[config.mk]
export PLATFORM = sky130hd
export DESIGN_NAME = mvm_back
export DESIGN_NICKNAME = d
export VERILOG_FILES = /design/src/design/mvm_pkg.sv /design/src/design/mvm_back.sv
export SDC_FILE = /design/constraint.sdc
export NUM_CORES = 2
export LEC_CHECK = 0
export BUFFER_PORTS_ARGS = -buffer_cell sky130_fd_sc_hd__buf_2
export CAP_MARGIN = 20
export CORE_MARGIN = 4
export CORE_UTILIZATION = 45
export DETAILED_ROUTE_END_ITERATION = 6
export GPL_TIMING_DRIVEN = 0
export PLACE_DENSITY = 0.7
export REMOVE_ABC_BUFFERS = 1
export SLEW_MARGIN = 0
export SYNTH_ARGS = -nofsm -noshare
export SYNTH_HDL_FRONTEND = slang
export SYNTH_SLANG_ARGS = --single-unit
export TNS_END_PERCENT = 5
[constraint.sdc]
create_clock -name i_clk -period 9.16 [get_ports i_clk]
set_input_delay 0.458 -clock i_clk [delete_from_list [all_inputs] [get_ports i_clk]]
set_output_delay 0.458 -clock i_clk [all_outputs]
set_load 0.05 [all_outputs]
[src/design/mvm_pkg.sv]
// mvm_pkg: shared types and constants for the matrix-vector multiply unit
// item opcodes, register indexes, work queue entry and back-end status
// no dependencies
package mvm_pkg;

    localparam logic OP_LOAD   = 1'b0;
    localparam logic OP_MATRIX = 1'b1;

    localparam logic [1:0] CFG_COLS = 2'd0;
    localparam logic [1:0] CFG_ROWS = 2'd1;

    localparam int Q_DEPTH = 4;
    localparam int Q_PTR_W = $clog2(Q_DEPTH);
    localparam int Q_CNT_W = $clog2(Q_DEPTH + 1);

    localparam logic signed [63:0] SUM_MAX = 64'sh7FFF_FFFF_FFFF_FFFF;
    localparam logic signed [63:0] SUM_MIN = 64'sh8000_0000_0000_0000;

    // one matrix element with its vector operand and row tags
    typedef struct packed {
        logic signed [31:0] mat_val;
        logic signed [31:0] vec_val;
        logic               first;
        logic               row_end;
        logic               last;
        logic [11:0]        row_index;
    } t_work;

    typedef struct packed {
        logic mul_valid;
        logic mul_end;
        logic adv;
    } t_back_stat;

endpackage

[src/design/mvm_back.sv]
// mvm_back: multiply, saturating accumulate and output register
// pops work entries and emits one transfer per completed row
// depends on mvm_pkg
module mvm_back import mvm_pkg::*; (
    input  logic               i_clk,
    input  logic               i_rst_n,
    input  logic               i_q_valid,
    input  t_work              i_q_data,
    output logic               o_pop,
    output logic               o_valid,
    input  logic               i_ready,
    output logic signed [63:0] o_row_sum,
    output logic [11:0]        o_row_index,
    output logic               o_last_row,
    output logic               o_saturated,
    output t_back_stat         o_stat
);

    logic               r_mul_valid;
    logic signed [63:0] r_mul_prod;
    logic               r_mul_first;
    logic               r_mul_end;
    logic               r_mul_last;
    logic [11:0]        r_mul_row;
    logic signed [63:0] r_acc;
    logic               r_clip;
    logic               r_out_valid;
    logic signed [63:0] r_out_sum;
    logic [11:0]        r_out_row;
    logic               r_out_last;
    logic               r_out_sat;

    logic               w_adv;
    logic               w_fire;
    logic signed [63:0] w_prod;
    logic signed [63:0] w_base;
    logic               w_base_clip;
    logic signed [63:0] w_sum;
    logic               w_ovf;
    logic signed [63:0] w_sat;
    logic               w_clip;

    // whole back end holds while a finished row waits to be taken
    assign w_adv  = !r_out_valid || i_ready;
    assign w_fire = w_adv && r_mul_valid;
    assign o_pop  = w_adv && i_q_valid;

    assign w_prod = $signed(i_q_data.mat_val) * $signed(i_q_data.vec_val);

    always_comb begin
        w_base      = r_mul_first ? 64'sd0 : r_acc;
        w_base_clip = r_mul_first ? 1'b0 : r_clip;
        w_sum       = w_base + r_mul_prod;
        w_ovf       = (w_base[63] == r_mul_prod[63]) && (w_sum[63] != w_base[63]);
        if (w_ovf) begin
            w_sat = w_base[63] ? SUM_MIN : SUM_MAX;
        end else begin
            w_sat = w_sum;
        end
        w_clip = w_base_clip || w_ovf;
    end

    always_ff @(posedge i_clk) begin
        if (!i_rst_n) begin
            r_mul_valid <= 1'b0;
            r_out_valid <= 1'b0;
        end else begin
            if (w_adv) begin
                r_mul_valid <= i_q_valid;
            end
            if (w_fire && r_mul_end) begin
                r_out_valid <= 1'b1;
            end else if (r_out_valid && i_ready) begin
                r_out_valid <= 1'b0;
            end
        end
    end

    always_ff @(posedge i_clk) begin
        if (w_adv) begin
            r_mul_prod  <= w_prod;
            r_mul_first <= i_q_data.first;
            r_mul_end   <= i_q_data.row_end;
            r_mul_last  <= i_q_data.last;
            r_mul_row   <= i_q_data.row_index;
        end
        if (w_fire) begin
            r_acc  <= w_sat;
            r_clip <= w_clip;
            if (r_mul_end) begin
                r_out_sum  <= w_sat;
                r_out_row  <= r_mul_row;
                r_out_last <= r_mul_last;
                r_out_sat  <= w_clip;
            end
        end
    end

    assign o_valid     = r_out_valid;
    assign o_row_sum   = r_out_sum;
    assign o_row_index = r_out_row;
    assign o_last_row  = r_out_last;
    assign o_saturated = r_out_sat;

    assign o_stat.mul_valid = r_mul_valid;
    assign o_stat.mul_end   = r_mul_end;
    assign o_stat.adv       = w_adv;

endmodule

==> flow_summary.toml <==
[status]
status = "complete, no violations"

[clock_network]
cts_root_buf = "clkbuf_16"
clkSlewWorstSetupHoldPaths_ns = 0.06
cts_hold_buf = 0
cts_buffers = 23
insertion_delay_ns = 0.53
cts_tree = "built"
cts.sinks = 224
cts_buffer_depth = 3
cts_max_level = 1

[synthesis]
yosysWarningCount = 0
syn_area_per_cell_um2 = 9.87
synth-edff-count = 222
ys_ff_latch = 224
ys_seq_area_share_pct = 14.1
ys_types = 78
syn-cell-area_um2 = 47600
netlist_instances = 4822
yosys_most_used_dff = "edfxtp_1"
async_reset_ff_share_pct = 0

[routing]
viasPerCell = 5.35
vias = 33000
drt_pre_antenna_iters = 5
postRouteWirelength_mm = 120
drc_errors = 0
wl_per_cell_um = 19.4
drt_iter0_markers = 2158
ant_nets = 0

[sta]
slew_violations = 0
hold_viol = 0
fmax_mhz = 116
setup_viol = 0
tightest_slew_ns = 0.999
worst_clock_skew_ns = 0.0211
hold_ws_ns = 0.108
rsz0062_at_grt = "no"
maxSlewHeadroom_pct = 33.4
fin_crit_sh_pct = 94.0
finalCriticalPeriod_ns = 8.61

[finish]
antenna_cells = 0
multiInputGateArea_um2 = 36100
ff_latch_area_um2 = 6710
final_area_um2 = 50100
utilization_pct = 47.6
area_growth_pct = 5.18
finalNetCount = 6178
fillerInstances = 9749
drive_gt1_share_pct = 6.00

[place]
dp_hpwl_mm = 92.5
gp_congestion = 0.914
port_buffers = 165
place_area_um2 = 49400

[setup_path]
crit_path_frequent_cell = "fa_1"
cp_num_buf_inv = 6
crit_fanout = 32
end_kind = "register"
cpPeakStageDelay_ns = 0.82
crit_type = "in -> reg"
crit_required_ns = 9.50
cp_slowest_cell = "fa_2"
cpLargestDelayFamily = "adder cells"
arrival_ns = 8.95
reg2reg_slack_ns = 4.34
cp-start-kind = "input pin"
worstPathCellList = "buf_2, nand2_1, inv_1, fa_1, fa_1, fa_2, fa_1, inv_1, fa_1, inv_1, fa_1, inv_1, fa_1, inv_1, fa_1, ha_1, and4_1, and2_1, nand2_1, o2111ai_1, o211ai_1, o311ai_1, a311o_1, xor2_1"

[job]
maxCapViolations = 0

[floorplan]
dieArea_um2 = 111000
initial_core_util_pct = 45.3
num_rows = 119
die_x_um = 333
core_region_area_um2 = 105000
chipHeight_um = 333
ioPinCount = 166

[global_routing]
grt_overflow = 0
grt_max_degree = 63
grt_pass1_vias = 36700
grt_util_all_layers_pct = 22.2
antenna_found_initial = 2
grt_pass1_wl_mm = 198

[min_path]
min_path_type = "in -> reg"
-- cell families after synthesis --
group | Yosys count | share of synthesized area, %
and+or+nand+nor | 1411 | 14.9
adders and majority gates | 1331 | 52.0
buffers and inverters | 1271 | 10.2
AOI/OAI and AO/OA | 462 | 6.54
DFF | 224 | 14.1
xor gates and xnor gates | 123 | 2.26
-- timing repair --
action | CTS | global route
resized for setup | 0 | 3
setup buffers | 0 | 1
endpoints found under the setup margin | 0 | 2
-- final timing paths --
path | startpoint | endpoint | depth (start not counted)
worst max register to register | r_mul_first | o_row_sum[58] | 15
worst max-delay path | i_q_data[17] | r_mul_prod[62] | 24
worst min-delay path | i_q_data[3] | r_mul_row[3] | 1
worst min register to register | r_mul_row[9] | o_row_index[9] | 0
-- per-layer routing --
metal  vias up  wire length (um)  track usage (%)
li1      14400                 -                -
met3       237              8060             3.05
met4         0              3660             5.83
met5         -                 0                0
met2      1160             60100             38.8
met1     17200             48000             29.2
-- final cells by class --
| type | instances | share of cell area, % |
|---|---|---|
| timing repair buffer | 174 | 2.10 |
| clock inverter | 11 | 0.167 |
| multi-input combinational | 3327 | 72.0 |
| clock buffer | 30 | 1.20 |
| sequential | 224 | 13.4 |
| tap | 1391 | 3.48 |
| inverter | 1015 | 7.62 |
-- through the flow --
step                      TNS [ns]  cells  worst slack [ns]
after floorplan                  0   4566              1.61
after global placement      -22.46   6122            -0.296
after detailed placement    -0.916   6130            -0.360
after CTS                        0   6171             0.184
after global routing             0   6172            0.0882
final                            0   6172             0.554
-- registers in the layout (all words and copies together), names as in the netlist --
| signal | cells |
|---|---|
| r_mul_end | 1 |
| r_acc | 64 |
| o_saturated | 1 |
| o_row_sum | 64 |
| o_row_index | 12 |
| r_mul_last | 1 |
| o_last_row | 1 |
| o_valid | 1 |
| r_mul_valid | 1 |
| r_clip | 1 |
| r_mul_row | 12 |
| r_mul_prod | 64 |
| r_mul_first | 1 |
-- cells in the mapped netlist, drive strengths merged (4+ instances only) --
master   instances  area, um^2
or4              4        30.0
and2           512        3210
o21ai          138         908
and4             4        35.0
a21o            43         323
a21oi          133         666
xnor2           83         727
o21bai          18         135
o21a            15         113
o22ai            7        43.8
nor2b           75         469
nand2b          20         125
edfxtp         222        6670
o2111ai          4        35.0
nor4             8        50.1
ha             247        3090
inv           1014        3810
buf             22         160
o221ai           4        35.0
or2              4        25.0
nor3            19        95.1
a31o             4        35.0
clkbuf         234         878
and3             7        43.8
o211ai          21         168
a21boi           7        52.6
nor2           100         375
nand4           24         156
a31oi           11        68.8
a211oi          19         148
nand3           35         180
xor2            40         350
fa            1083       21700
or3              6        37.5
o31ai            4        35.0
a211o            4        35.0
o41ai            4        42.6
nand2          586        2200
-- worst register-to-register path, cell delays in order (launching register included) --
cell	delay, ns
edfxtp_1	0.75
buf_16	0.33
nor2b_1	0.14
ha_1	0.21
inv_1	0.07
fa_1	0.42
nand2b_1	0.18
a21oi_1	0.21
o211ai_1	0.22
o21ai_1	0.47
o211ai_1	0.26
o21bai_1	0.38
o221ai_1	0.24
a21boi_0	0.34
nor3_1	0.10
o31ai_2	0.31
-- cell usage in the layout, fill, tap and decap left out, types with 19 or more instances in the layout --
cell type,Yosys,layout
fa_1,1083,1082
inv_1,1014,1012
nand2_1,586,586
and2_1,511,510
ha_1,247,247
edfxtp_1,222,222
buf_2,11,163
a21oi_1,133,133
nor2_1,100,100
xnor2_1,83,83
nor2b_1,75,75
o21ai_0,62,62
o21ai_2,58,58
a21o_1,43,43
xor2_1,40,40
nand3_1,34,34
nand4_1,23,23
clkbuf_16,0,23
nand2b_1,20,19
o211ai_1,19,19
nor3_1,19,19
Power is left out: the tool's default activity adds up to more than one toggle a clock period on the data nets, which glitch-free logic cannot reach.
