$ cat config.mk
export PLATFORM = sky130hd
export DESIGN_NAME = mvm_queue
export DESIGN_NICKNAME = d
export VERILOG_FILES = /design/src/design/mvm_pkg.sv /design/src/design/mvm_queue.sv
export SDC_FILE = /design/constraint.sdc
export NUM_CORES = 1
export LEC_CHECK = 0
export ABC_AREA = 1
export BUFFER_PORTS_ARGS = -buffer_cell sky130_fd_sc_hd__buf_2
export CORE_ASPECT_RATIO = 0.7
export CORE_MARGIN = 2
export CORE_UTILIZATION = 51
export CTS_CLUSTER_DIAMETER = 100
export DETAILED_ROUTE_END_ITERATION = 7
export PLACE_DENSITY = 0.73
export SYNTH_ARGS = -nofsm -noshare
export SYNTH_HDL_FRONTEND = slang
export SYNTH_SLANG_ARGS = --single-unit
$ cat constraint.sdc
create_clock -name i_clk -period 2.5 [get_ports i_clk]
set_input_delay 0.5 -clock i_clk [delete_from_list [all_inputs] [get_ports i_clk]]
set_output_delay 0.5 -clock i_clk [all_outputs]
set_load 0.05 [all_outputs]
$ cat src/design/mvm_pkg.sv
// mvm_pkg: shared types and constants for the matrix-vector multiply unit
// item opcodes, register indexes, work queue entry and back-end status
// no dependencies
package mvm_pkg;

    localparam logic OP_LOAD   = 1'b0;
    localparam logic OP_MATRIX = 1'b1;

    localparam logic [1:0] CFG_COLS = 2'd0;
    localparam logic [1:0] CFG_ROWS = 2'd1;

    localparam int Q_DEPTH = 4;
    localparam int Q_PTR_W = $clog2(Q_DEPTH);
    localparam int Q_CNT_W = $clog2(Q_DEPTH + 1);

    localparam logic signed [63:0] SUM_MAX = 64'sh7FFF_FFFF_FFFF_FFFF;
    localparam logic signed [63:0] SUM_MIN = 64'sh8000_0000_0000_0000;

    // one matrix element with its vector operand and row tags
    typedef struct packed {
        logic signed [31:0] mat_val;
        logic signed [31:0] vec_val;
        logic               first;
        logic               row_end;
        logic               last;
        logic [11:0]        row_index;
    } t_work;

    typedef struct packed {
        logic mul_valid;
        logic mul_end;
        logic adv;
    } t_back_stat;

endpackage

$ cat src/design/mvm_queue.sv
// mvm_queue: short work queue between the front and back ends
// depends on mvm_pkg (t_work, Q_DEPTH)
module mvm_queue import mvm_pkg::*; (
    input  logic               i_clk,
    input  logic               i_rst_n,
    input  logic               i_push,
    input  t_work              i_data,
    input  logic               i_pop,
    output logic               o_valid,
    output t_work              o_data,
    output logic [Q_CNT_W-1:0] o_count
);

    t_work              r_mem [Q_DEPTH];
    logic [Q_PTR_W-1:0] r_wptr;
    logic [Q_PTR_W-1:0] r_rptr;
    logic [Q_CNT_W-1:0] r_count;
    logic               w_pop;

    // front only pushes when a slot is reserved for it
    assign w_pop = i_pop && (r_count != '0);

    always_ff @(posedge i_clk) begin
        if (!i_rst_n) begin
            r_wptr  <= '0;
            r_rptr  <= '0;
            r_count <= '0;
        end else begin
            if (i_push) begin
                r_wptr <= r_wptr + Q_PTR_W'(1);
            end
            if (w_pop) begin
                r_rptr <= r_rptr + Q_PTR_W'(1);
            end
            if (i_push && !w_pop) begin
                r_count <= r_count + Q_CNT_W'(1);
            end else if (!i_push && w_pop) begin
                r_count <= r_count - Q_CNT_W'(1);
            end
        end
    end

    always_ff @(posedge i_clk) begin
        if (i_push) begin
            r_mem[r_wptr] <= i_data;
        end
    end

    assign o_valid = (r_count != '0);
    assign o_data  = r_mem[r_rptr];
    assign o_count = r_count;

endmodule

==> results of run 1 <==
==> logic make-up after synthesis <==
| group | Yosys count |
|---|---|
| AO/OA/AOI/OAI | 245 |
| adder cells (fa/ha/maj) | 6 |
| XOR/XNOR | 1 |
| AND/OR/NAND/NOR | 182 |
| flip-flops | 325 |
| buffers and inverters | 66 |
==> where the power goes <==
part | switching (mW) | total (mW) | internal [mW]
Combinational | 3.90 | 5.44 | 1.54
Clock | 1.92 | 4.87 | 2.95
Sequential | 0.108 | 6.36 | 6.26
==> through the flow <==
stage          total power [mW]  worst slack (ps)  instances  utilization [%]  instance area [µm²]
6_report                  16.67             23.54       1347            63.15                14860
3_3_place_gp              11.15             439.7       1275            56.61                13320
4_1_cts                   16.54            -28.10       1338            62.42                14680
2_1_floorplan             10.08             2.598        825                -                12160
5_1_grt                   17.29            -5.917       1344            63.12                14850
3_5_place_dp              11.21             385.4       1275            56.61                13320
==> path summary, 6_finish.rpt <==
check	from	to	cells past startpoint
min reg2reg	r_rptr[1]$_SDFFE_PN0P_	flop	2
min	i_data[20]	r_mem[2][20]$_DFFE_PP_	1
max reg2reg	o_count[0]$_SDFFE_PN0P_	o_count[2]$_SDFFE_PN0P_	12
max	flop	o_data[62]	5
==> Yosys cell counts (2+ instances only) <==
cell and count:
sky130_fd_sc_hd__nor2_1 164, sky130_fd_sc_hd__o21ai_1 41, sky130_fd_sc_hd__buf_2 12, sky130_fd_sc_hd__dfxtp_1 9, sky130_fd_sc_hd__o21ai_0 120, sky130_fd_sc_hd__o22ai_1 79
sky130_fd_sc_hd__inv_1 14, sky130_fd_sc_hd__a21oi_1 5, sky130_fd_sc_hd__nand2_1 15, sky130_fd_sc_hd__clkbuf_1 20, sky130_fd_sc_hd__buf_6 13, sky130_fd_sc_hd__buf_4 3
sky130_fd_sc_hd__ha_1 5, sky130_fd_sc_hd__edfxtp_1 316, sky130_fd_sc_hd__nand3_1 3, sky130_fd_sc_hd__clkbuf_2 2
==> routing by layer <==
metal | up-vias | GRT usage [%]
li1 | 3476 | -
met5 | - | 0
met4 | 6 | 4.644
met2 | 297 | 33.31
met3 | 36 | 5.690
met1 | 3596 | 28.88
==> registers in the layout, indices dropped and copies added, names as in the netlist, named ones only <==
name,count
r_mem,316
o_count,3
r_rptr,2
r_wptr,2
==> critical path, stage by stage (launching register included) <==
cell                      delay, ps
sky130_fd_sc_hd__dfxtp_4        450
sky130_fd_sc_hd__buf_6          160
sky130_fd_sc_hd__buf_16         150
sky130_fd_sc_hd__o21ai_0        120
sky130_fd_sc_hd__o22ai_1        290
sky130_fd_sc_hd__buf_4          260
==> cell type report <==
cell class              instances  area [µm²]
multi-input cells             434        2116
inverters                      16       87.58
repair buffers                194        1500
clock inverters                12       193.9
fillers                      1709        8667
flip-flops and latches        325        9674
clock buffers                  45       878.3
diodes                          3       7.507
well taps                     318       397.9
==> repair_timing <==
item	CTS	global route
endpoints found under the setup margin	79	68
hold buffers	0	0
gates cloned	4	3
gates resized for setup	56	31
pin swaps	0	2
setup buffers	2	3
==> impl_metrics.csv, run 1 <==
group,metric,value,unit
drt,met3_length,2400,µm
floorplanning,io-pin-count,166,
timing,finalCriticalPeriod,2476,ps
final_layout,layout_commonest_cell,"sky130_fd_sc_hd__edfxtp_1",
final_layout,drive_above_1_share,24.27,%
global_route,grt_antenna_before_repair,7,
global_route,gr-usage-all-layers,20.79,%
timing,timing.fmax,0.4038,GHz
logic_synthesis,syn_nets,914,
drt,remaining_drc_errors,0,
drt,route.vias.total,7411,
drt,detailroute.wirelength.met2,12750,µm
timing,hold_slack,165.1,ps
logic_synthesis,yosysTopAreaCell,"sky130_fd_sc_hd__edfxtp_1",
critical_path,critPathLaunchType,"flop",
floorplanning,die_width,188.5,µm
cts,cts_inserted_buffers,31,
job,maxCapViolations,0,
global_route,grt-ovfl-total,0,
logic_synthesis,synthArstFlopShare,0,%
global_route,grt_start_max_net_pins,80,
drt,drt_first_pass_iters,5,
logic_synthesis,netlist-cell-type-count,20,
logic_synthesis,fraction_of_the_mapped_netlist_area_in_simple_logic_gates,5.654,%
timing,setup_viol_count_final,0,
logic_synthesis,yosys_warnings,0,
critical_path,highest_fanout_seen_on_the_critical_path,19,
global_route,via_count_of_the_first_global_routing_pass,7101,
final_layout,finish.net_count,1091,
logic_synthesis,synthesis.area,0.01215,mm²
floorplanning,fp.dieH,133.1,µm
drt,dr.first_iter.drc_count,668,
logic_synthesis,xor_xnor_fraction_of_synth_area,0.07209,%
final_layout,most-common-layout-cells,"sky130_fd_sc_hd__edfxtp_1 (316), sky130_fd_sc_hd__nor2_1 (164), sky130_fd_sc_hd__o21ai_0 (115), sky130_fd_sc_hd__buf_2 (107), sky130_fd_sc_hd__o22ai_1 (77)",
logic_synthesis,ys_ff_latch,325,
cts,maximum_root_to_sink_buffer_count,3,
logic_synthesis,synth_mux_area_share,0,%
global_route,wire_length_of_the_first_global_routing_pass,40340,µm
logic_synthesis,synth_fa_ha_area_share,0.6797,%
logic_synthesis,synthesis.instances,825,
floorplanning,core_region_area,0.02352,mm²
critical_path,critical_path_class,"flop to primary output",
logic_synthesis,yosysTopAreaCellShare,78.11,%
power,power_density_over_the_cells,1122,mW/mm²
drt,route.top_layer_used,"met5",
power,peakVddDrop,774.7,µV
critical_path,crit_required,2000,ps
logic_synthesis,syn_avg_cell_area,14.73,µm²
logic_synthesis,synth_edf_count,316,
cts,h_tree_depth,1,
critical_path,arrival,1980,ps
placed_design,numPortBuffers,165,
timing,tightest_slew,508.3,ps
cts,cts_root_buf,"sky130_fd_sc_hd__clkbuf_16",
power,power.leakage,5.254,nW
timing,timing.final.max_slew_violations,0,
logic_synthesis,synth-compound-area-share,10.91,%
timing,period_share,99.06,%
floorplanning,die_area,0.02509,mm²
critical_path,setup.worst_path.end_class,"primary output",
logic_synthesis,synth-seq-area-share,79.59,%
drt,ant_nets,0,
outcome,run_status,"finished clean",
drt,drt-met1-wl,11680,µm
drt,totalWireLength,27300,µm
hold_path,holdCritPathClass,"input pin to flop",
logic_synthesis,synth_top_family_by_area,"compound AO/OA/AOI/OAI gates",
logic_synthesis,synth-main-ff-cell,"sky130_fd_sc_hd__edfxtp_1",
drt,post_drt_wl_per_cell,20.27,µm
timing,timing.final.hold_violations,0,
drt,routed_via_density,5.502,
final_layout,flow.area_growth_from_synthesis,22.28,%
timing,timing.setup.tns,0,ps
floorplanning,core.rowCount,47,
floorplanning,floorplan.initialDensity,51.65,%
logic_synthesis,synth_top_cells_by_area,"sky130_fd_sc_hd__edfxtp_1 (78%), sky130_fd_sc_hd__nor2_1 (5.1%), sky130_fd_sc_hd__o21ai_0 (4.9%)",
cts,clock_latency,540,ps
cts,cts_tree,"done",
placed_design,place_hpwl,14080,µm
critical_path,reg2reg_setup_slack,710,ps
timing,finalClockSkew,12.30,ps
cts,clock_sink_count,325,
cts,clk_transition_reported_paths,60,ps
timing,worst_slew_margin_rel,66.11,%
placed_design,place_congestion,0.7301,
(Power assumes the default switching activity.)
==> run 2: changes to the inputs <==
--- a/config.mk
+++ b/config.mk
@@ -13,6 +13,7 @@
 export CTS_CLUSTER_DIAMETER = 100
 export DETAILED_ROUTE_END_ITERATION = 7
 export PLACE_DENSITY = 0.73
+export RECOVER_POWER = 100
 export SYNTH_ARGS = -nofsm -noshare
 export SYNTH_HDL_FRONTEND = slang
 export SYNTH_SLANG_ARGS = --single-unit
==> run 2 against run 1 <==
Hold slack gained 46 ps. Register-to-register slack lost 540 ps. Design area down 1.4%. Sequential cell count unchanged. Sequential share of layout area rose by 0.91 points. Worst setup slack gained 18 ps. Combinational power is 2% lower. Critical path type unchanged. Critical endpoint unchanged. Largest cell class unchanged.
==> impl_metrics.csv, run 2 (same netlist as run 1, synthesis figures left out) <==
group,metric,value,unit
power,clockPowerShare,29.4,%
power,post-layout-total-power,16.58,mW
drt,totalWireLength,27340,µm
drt,remaining_drc_errors,0,
drt,ant_nets,0,
floorplanning,die_width,188.5,µm
floorplanning,core.rowCount,47,
timing,period_share,98.34,%
final_layout,flow.area_growth_from_synthesis,20.60,%
critical_path,worstPathCellList,"buf_6 -> buf_16 -> o21ai_0 -> o22ai_1 -> buf_4",
job,maxCapViolations,0,
final_layout,registers.top_by_ff_count,"r_mem",
global_route,grt_start_max_net_pins,80,
critical_path,reg2reg_setup_slack,170,ps
final_layout,layout_commonest_cell,"sky130_fd_sc_hd__edfxtp_1",
cts,h_tree_depth,1,
drt,route.top_layer_used,"met5",
floorplanning,io-pin-count,166,
drt,post_drt_wl_per_cell,20.30,µm
timing,timing.fmax,0.4067,GHz
critical_path,setup.worst_path.end_class,"primary output",
cts,clock_sink_count,325,
drt,dr.first_iter.drc_count,625,
placed_design,place_hpwl,14080,µm
timing,timing.setup.tns,0,ps
drt,route.vias.total,7396,
cts,clk_transition_reported_paths,60,ps
power,p_int,10.65,mW
placed_design,numPlacedInstances,1275,
final_layout,most-common-layout-cells,"sky130_fd_sc_hd__edfxtp_1 (316), sky130_fd_sc_hd__nor2_1 (164), sky130_fd_sc_hd__o21ai_0 (115), sky130_fd_sc_hd__clkbuf_1 (92), sky130_fd_sc_hd__o22ai_1 (77)",
global_route,grt-ovfl-total,0,
global_route,via_count_of_the_first_global_routing_pass,7101,
cts,cts_inserted_buffers,31,
final_layout,largest_register_ff_count,316,
power,seqPwrFrac,38.4,%
placed_design,numPortBuffers,165,
floorplanning,floorplan.initialDensity,51.65,%
cts,cts_root_buf,"sky130_fd_sc_hd__clkbuf_16",
power,total_switching_power,5.928,mW
timing,finalCriticalPeriod,2459,ps
hold_path,holdCritPathClass,"input pin to flop",
final_layout,drive_above_1_share,16.18,%
placed_design,place_congestion,0.7301,
critical_path,worst-path-buf-inv,3,
cts,clock_latency,540,ps
power,power.leakage,4.982,nW
timing,timing.final.hold_violations,0,
cts,maximum_root_to_sink_buffer_count,3,
final_layout,finish.net_count,1091,
timing,timing.final.max_slew_violations,0,
global_route,grt_antenna_before_repair,4,
drt,met3_length,2570,µm
critical_path,critPathLaunchType,"flop",
power,combinationalPowerShare,32.2,%
critical_path,critical_path_class,"flop to primary output",
power,power_density_over_the_cells,1132,mW/mm²
final_layout,fin_cells,1347,
critical_path,highest_fanout_seen_on_the_critical_path,19,
drt,drt_first_pass_iters,5,
timing,hold_slack,211.3,ps
critical_path,cp_slowest_stage_delay,450,ps
timing,finalClockSkew,12.07,ps
drt,routed_via_density,5.491,
power,peakVddDrop,749.2,µV
critical_path,critical-path-top-delay-family,"buffers and inverters",
power,swShare,35.76,%
final_layout,stdcell_area,0.01465,mm²
timing,tightest_slew,1329,ps
placed_design,placedInstanceArea,0.01332,mm²
cts,cts_tree,"done",
timing,setup_viol_count_final,0,
floorplanning,fp.dieH,133.1,µm
global_route,gr-usage-all-layers,20.79,%
timing,worst_slew_margin_rel,11.39,%
critical_path,crit_required,2000,ps
global_route,wire_length_of_the_first_global_routing_pass,40340,µm
drt,detailroute.wirelength.met2,12650,µm
outcome,run_status,"finished clean",
floorplanning,die_area,0.02509,mm²
critical_path,critical-path-slowest-cell,"sky130_fd_sc_hd__dfxtp_4",
critical_path,arrival,1960,ps
floorplanning,core_region_area,0.02352,mm²
drt,drt-met1-wl,11660,µm
[run 2: metal layers]
metal  global-route usage, %  vias to the layer above
met5                       0                        -
met4                   4.644                        2
met3                   5.690                       32
met2                   33.31                      296
met1                   28.88                     3594
li1                        -                     3472
[run 2: power by group through the flow]
stage          clock network, mW  registers [mW]  logic [mW]
2_1_floorplan                  0            6.52        3.56
3_3_place_gp                   0            6.48        4.67
3_5_place_dp                   0            6.49        4.72
4_1_cts                     4.93            6.37        5.24
5_1_grt                     5.16            6.39        5.64
6_report                    4.87            6.37        5.33
[run 2: what timing repair did]
action	4_1_cts	5_1_grt
hold buffers	0	0
resized for setup	56	31
setup buffers	2	3
endpoints found under the setup margin	79	68
pin swaps	0	2
cloned	4	3
hold endpoints to repair	0	0
[run 2: area by class of cell]
class,count,area [µm²]
Sequential cell,325,9674
Fill cell,1765,8871
Multi-Input combinational cell,434,2116
Timing Repair Buffer,194,1296
Clock buffer,45,878.3
Tap cell,318,397.9
Clock inverter,12,193.9
Inverter,16,87.58
Antenna cell,3,7.507
[run 2: worst reg2reg max path, stage by stage, from the launching register on]
cell and delay [ps]:
sky130_fd_sc_hd__dfxtp_1 330, sky130_fd_sc_hd__ha_1 190, sky130_fd_sc_hd__nand2_1 70, sky130_fd_sc_hd__clkinvlp_2 610, sky130_fd_sc_hd__clkbuf_4 690
[run 2: per-stage QoR]
step	setup WS [ps]	util (%)
6_report	41.40	62.29
5_1_grt	-5.917	62.26
4_1_cts	-28.10	62.42
3_5_place_dp	385.4	56.61
3_3_place_gp	439.7	56.61
2_1_floorplan	2.598	-
[run 2: path summary, 6_finish.rpt]
| kind | start | end | cells after the start |
|---|---|---|---|
| max | flop | o_data[62] | 5 |
| min | i_data[20] | r_mem[2][20]$_DFFE_PP_ | 1 |
| min reg2reg | r_rptr[1]$_SDFFE_PN0P_ | flop | 2 |
| max reg2reg | r_wptr[0]$_SDFFE_PN0P_ | r_mem[3][10]$_DFFE_PP_ | 4 |
==> run 3: changes to the inputs <==
--- a/config.mk
+++ b/config.mk
@@ -5,7 +5,6 @@
 export SDC_FILE = /design/constraint.sdc
 export NUM_CORES = 1
 export LEC_CHECK = 0
-export ABC_AREA = 1
 export BUFFER_PORTS_ARGS = -buffer_cell sky130_fd_sc_hd__buf_2
 export CORE_ASPECT_RATIO = 0.7
 export CORE_MARGIN = 2
==> run 3 against run 2 <==
Worst setup slack got worse by 23 ps. Clock-buffer cell count is 10 lower. Sequential cell count is the same. Synthesized area decreased by 2.6%. Critical path type unchanged. First-iteration DRC count is 45% lower. Hold slack improved by 17 ps. Global-route usage decreased by 3.1 points. Register-to-register slack about the same. Non-clock buffer count decreased by 7. Synthesized cell count is 45% lower. Utilization grew 0.85 points.
==> impl_metrics.csv, run 3 <==
group,metric,value,unit
final_layout,multiInputGateArea,0.002039,mm²
global_route,via_count_of_the_first_global_routing_pass,5797,
placed_design,numPortBuffers,165,
cts,cts_root_buf,"sky130_fd_sc_hd__clkbuf_16",
timing,timing.final.hold_violations,0,
cts,clock_sink_count,325,
drt,ant_nets,0,
drt,route.vias.total,5468,
global_route,grt_antenna_before_repair,1,
global_route,gr-usage-all-layers,17.70,%
placed_design,place_congestion,0.7804,
final_layout,flow.area_growth_from_synthesis,21.33,%
global_route,grt_start_max_net_pins,44,
job,maxCapViolations,0,
floorplanning,die_width,186.0,µm
global_route,grt-ovfl-total,0,
global_route,grtUsageMet3,5.543,%
drt,remaining_drc_errors,0,
timing,finalClockSkew,14.13,ps
timing,tightest_slew,1240,ps
drt,dr.first_iter.drc_count,342,
global_route,use_met1,24.34,%
cts,maximum_root_to_sink_buffer_count,3,
logic_synthesis,netlist-cell-type-count,21,
floorplanning,core_region_area,0.02273,mm²
cts,clk_transition_reported_paths,60,ps
placed_design,detailedPlace.worstSlack,252.6,ps
final_layout,finish.net_count,744,
global_route,global_route.usage.met2,28.13,%
logic_synthesis,synth-main-ff-cell,"sky130_fd_sc_hd__edfxtp_1",
outcome,run_status,"finished clean",
logic_synthesis,syn_avg_cell_area,26.00,µm²
critical_path,critical_path_class,"flop to primary output",
cts,clock_latency,530,ps
timing,rsz_0062_raised_after_global_routing,"true",
logic_synthesis,synth_most_common_cell,"sky130_fd_sc_hd__edfxtp_1",
logic_synthesis,yosys_warnings,0,
logic_synthesis,synthesis.instances,455,
drt,totalWireLength,22160,µm
floorplanning,die_area,0.02445,mm²
logic_synthesis,synth_top_cells_by_area,"sky130_fd_sc_hd__edfxtp_1 (80%), sky130_fd_sc_hd__mux4_2 (15%), sky130_fd_sc_hd__dfxtp_1 (1.5%)",
global_route,wire_length_of_the_first_global_routing_pass,32600,µm
final_layout,registers.top_by_ff_count,"r_mem",
timing,finalCriticalPeriod,2482,ps
final_layout,layout_commonest_cell,"sky130_fd_sc_hd__edfxtp_1",
power,peakVddDrop,704.2,µV
cts,cts_inserted_buffers,29,
power,post-layout-total-power,16.00,mW
logic_synthesis,synth-seq-area-share,81.73,%
cts,h_tree_depth,1,
logic_synthesis,synthesis.area,0.01183,mm²
logic_synthesis,ys_ff_latch,325,
timing,finalWorstSetupSlack,17.98,ps
cts,cts_tree,"done",
floorplanning,io-pin-count,166,
logic_synthesis,synthArstFlopShare,0,%
floorplanning,core.rowCount,46,
timing,timing.fmax,0.4029,GHz
logic_synthesis,yosysTopAreaCell,"sky130_fd_sc_hd__edfxtp_1",
critical_path,critPathLaunchType,"flop",
power,power_density_over_the_cells,1115,mW/mm²
global_route,global_route.peak_usage_layer,"met2",
drt,post_drt_wl_per_cell,22.45,µm
logic_synthesis,yosysTopAreaCellShare,80.21,%
final_layout,layout.filler_cells,1534,
final_layout,drive_above_1_share,33.09,%
final_layout,postLayoutCoreUtil,63.14,%
floorplanning,floorplan.initialDensity,52.04,%
drt,routed_via_density,5.540,
critical_path,arrival,1980,ps
final_layout,most-common-layout-cells,"sky130_fd_sc_hd__edfxtp_1 (316), sky130_fd_sc_hd__clkbuf_1 (90), sky130_fd_sc_hd__mux4_2 (79), sky130_fd_sc_hd__buf_6 (43), sky130_fd_sc_hd__clkbuf_16 (31)",
timing,worst_slew_margin_rel,17.31,%
critical_path,highest_fanout_seen_on_the_critical_path,6,
final_layout,register_area,0.009677,mm²
timing,period_share,99.28,%
power,power.leakage,4.628,nW
logic_synthesis,netlist_top_cells_count,"sky130_fd_sc_hd__edfxtp_1 (316), sky130_fd_sc_hd__mux4_2 (79), sky130_fd_sc_hd__and2_1 (9), sky130_fd_sc_hd__buf_2 (9), sky130_fd_sc_hd__dfxtp_1 (9)",
timing,hold_slack,228.1,ps
logic_synthesis,synth_edf_count,316,
timing,timing.final.max_slew_violations,0,
final_layout,largest_register_ff_count,316,
timing,setup_viol_count_final,0,
drt,drt_first_pass_iters,5,
hold_path,holdCritPathClass,"input pin to flop",
critical_path,crit_required,2000,ps
placed_design,place_hpwl,13450,µm
logic_synthesis,syn_nets,544,
floorplanning,fp.dieH,131.4,µm
critical_path,setup.worst_path.end_class,"primary output",
-- run 3: cell count changes in the layout (fill, tap and decap cells not counted), sizes merged, moves of 15 or more --
cell,previous run,this run
nand2,15,0
clkbuf,160,129
o22ai,79,0
o21ai,161,1
mux4,0,79
buf,78,93
nor2,164,0
-- run 3: through the flow --
| step | area, µm² | setup TNS [ps] | std cells |
|---|---|---|---|
| floorplan | 11840 | 0 | 455 |
| finish | 14350 | 0 | 987 |
| global placement | 13180 | 0 | 929 |
| detailed placement | 13180 | 0 | 929 |
| global route | 14350 | -430.7 | 986 |
| CTS | 14360 | -184.4 | 981 |
-- run 3: logic make-up (layout without fill, tap and decap cells) --
| group | count (synthesis) | in the layout | synth area share [%] |
|---|---|---|---|
| compound gates | 4 | 4 | 0.2433 |
| flops | 325 | 325 | 81.73 |
| simple gates | 13 | 13 | 0.6874 |
| other cells | 0 | 1 | 0 |
| mux | 81 | 81 | 15.21 |
| buf+inv | 21 | 240 | 1.058 |
| fa+ha+maj | 6 | 6 | 0.6981 |
| xor+xnor | 5 | 5 | 0.3702 |
-- run 3: final cells by class --
| cell class | count | share of cell area [%] |
|---|---|---|
| Clock buffer | 35 | 5.213 |
| Antenna cell | 1 | 0.01743 |
| Multi-Input combinational cell | 109 | 14.21 |
| Timing Repair Buffer | 187 | 9.318 |
| Inverter | 3 | 0.07845 |
| Tap cell | 312 | 2.720 |
| Clock inverter | 15 | 1.029 |
| Sequential cell | 325 | 67.42 |
-- run 3: worst paths after layout --
| check | start | slack (ps) | to | depth (start not counted) |
|---|---|---|---|---|
| worst max-delay path | flop | 20 | o_data[37] | 4 |
| worst min-delay path | i_data[27] | 230 | r_mem[2][27]$_DFFE_PP_ | 1 |
| worst min register to register | r_wptr[1]$_SDFFE_PN0P_ | 580 | r_wptr[1]$_SDFFE_PN0P_ | 2 |
| worst max register to register | r_wptr[1]$_SDFFE_PN0P_ | 160 | r_mem[1][54]$_DFFE_PP_ | 4 |
-- run 3: what timing repair did --
item | CTS | global route
hold buffers | 0 | 0
resized for setup | 89 | 21
cloned | 0 | 3
buffers inserted | 2 | 2
endpoints found under the setup margin | 73 | 65
pin swaps | 0 | 0
-- run 3: report_power, final --
group	internal [mW]	switching [mW]
Sequential	6.29	0.105
Combinational	2.08	3.33
Clock	2.42	1.77
Total	10.8	5.21
-- run 3: layer usage --
metal | part of all wire [%] | vias to the layer above | wire length, µm
met5 | 0 | - | 0
met4 | 2.0 | 0 | 433
met3 | 9.5 | 37 | 2110
met2 | 48 | 211 | 10710
met1 | 40 | 2864 | 8905
li1 | - | 2356 | -
-- run 3: worst max-delay path, cell delays in order (launching register included) --
cell and delay, ps:
sky130_fd_sc_hd__dfxtp_4 370, sky130_fd_sc_hd__buf_12 150, sky130_fd_sc_hd__buf_4 180, sky130_fd_sc_hd__mux4_2 520
sky130_fd_sc_hd__buf_2 230
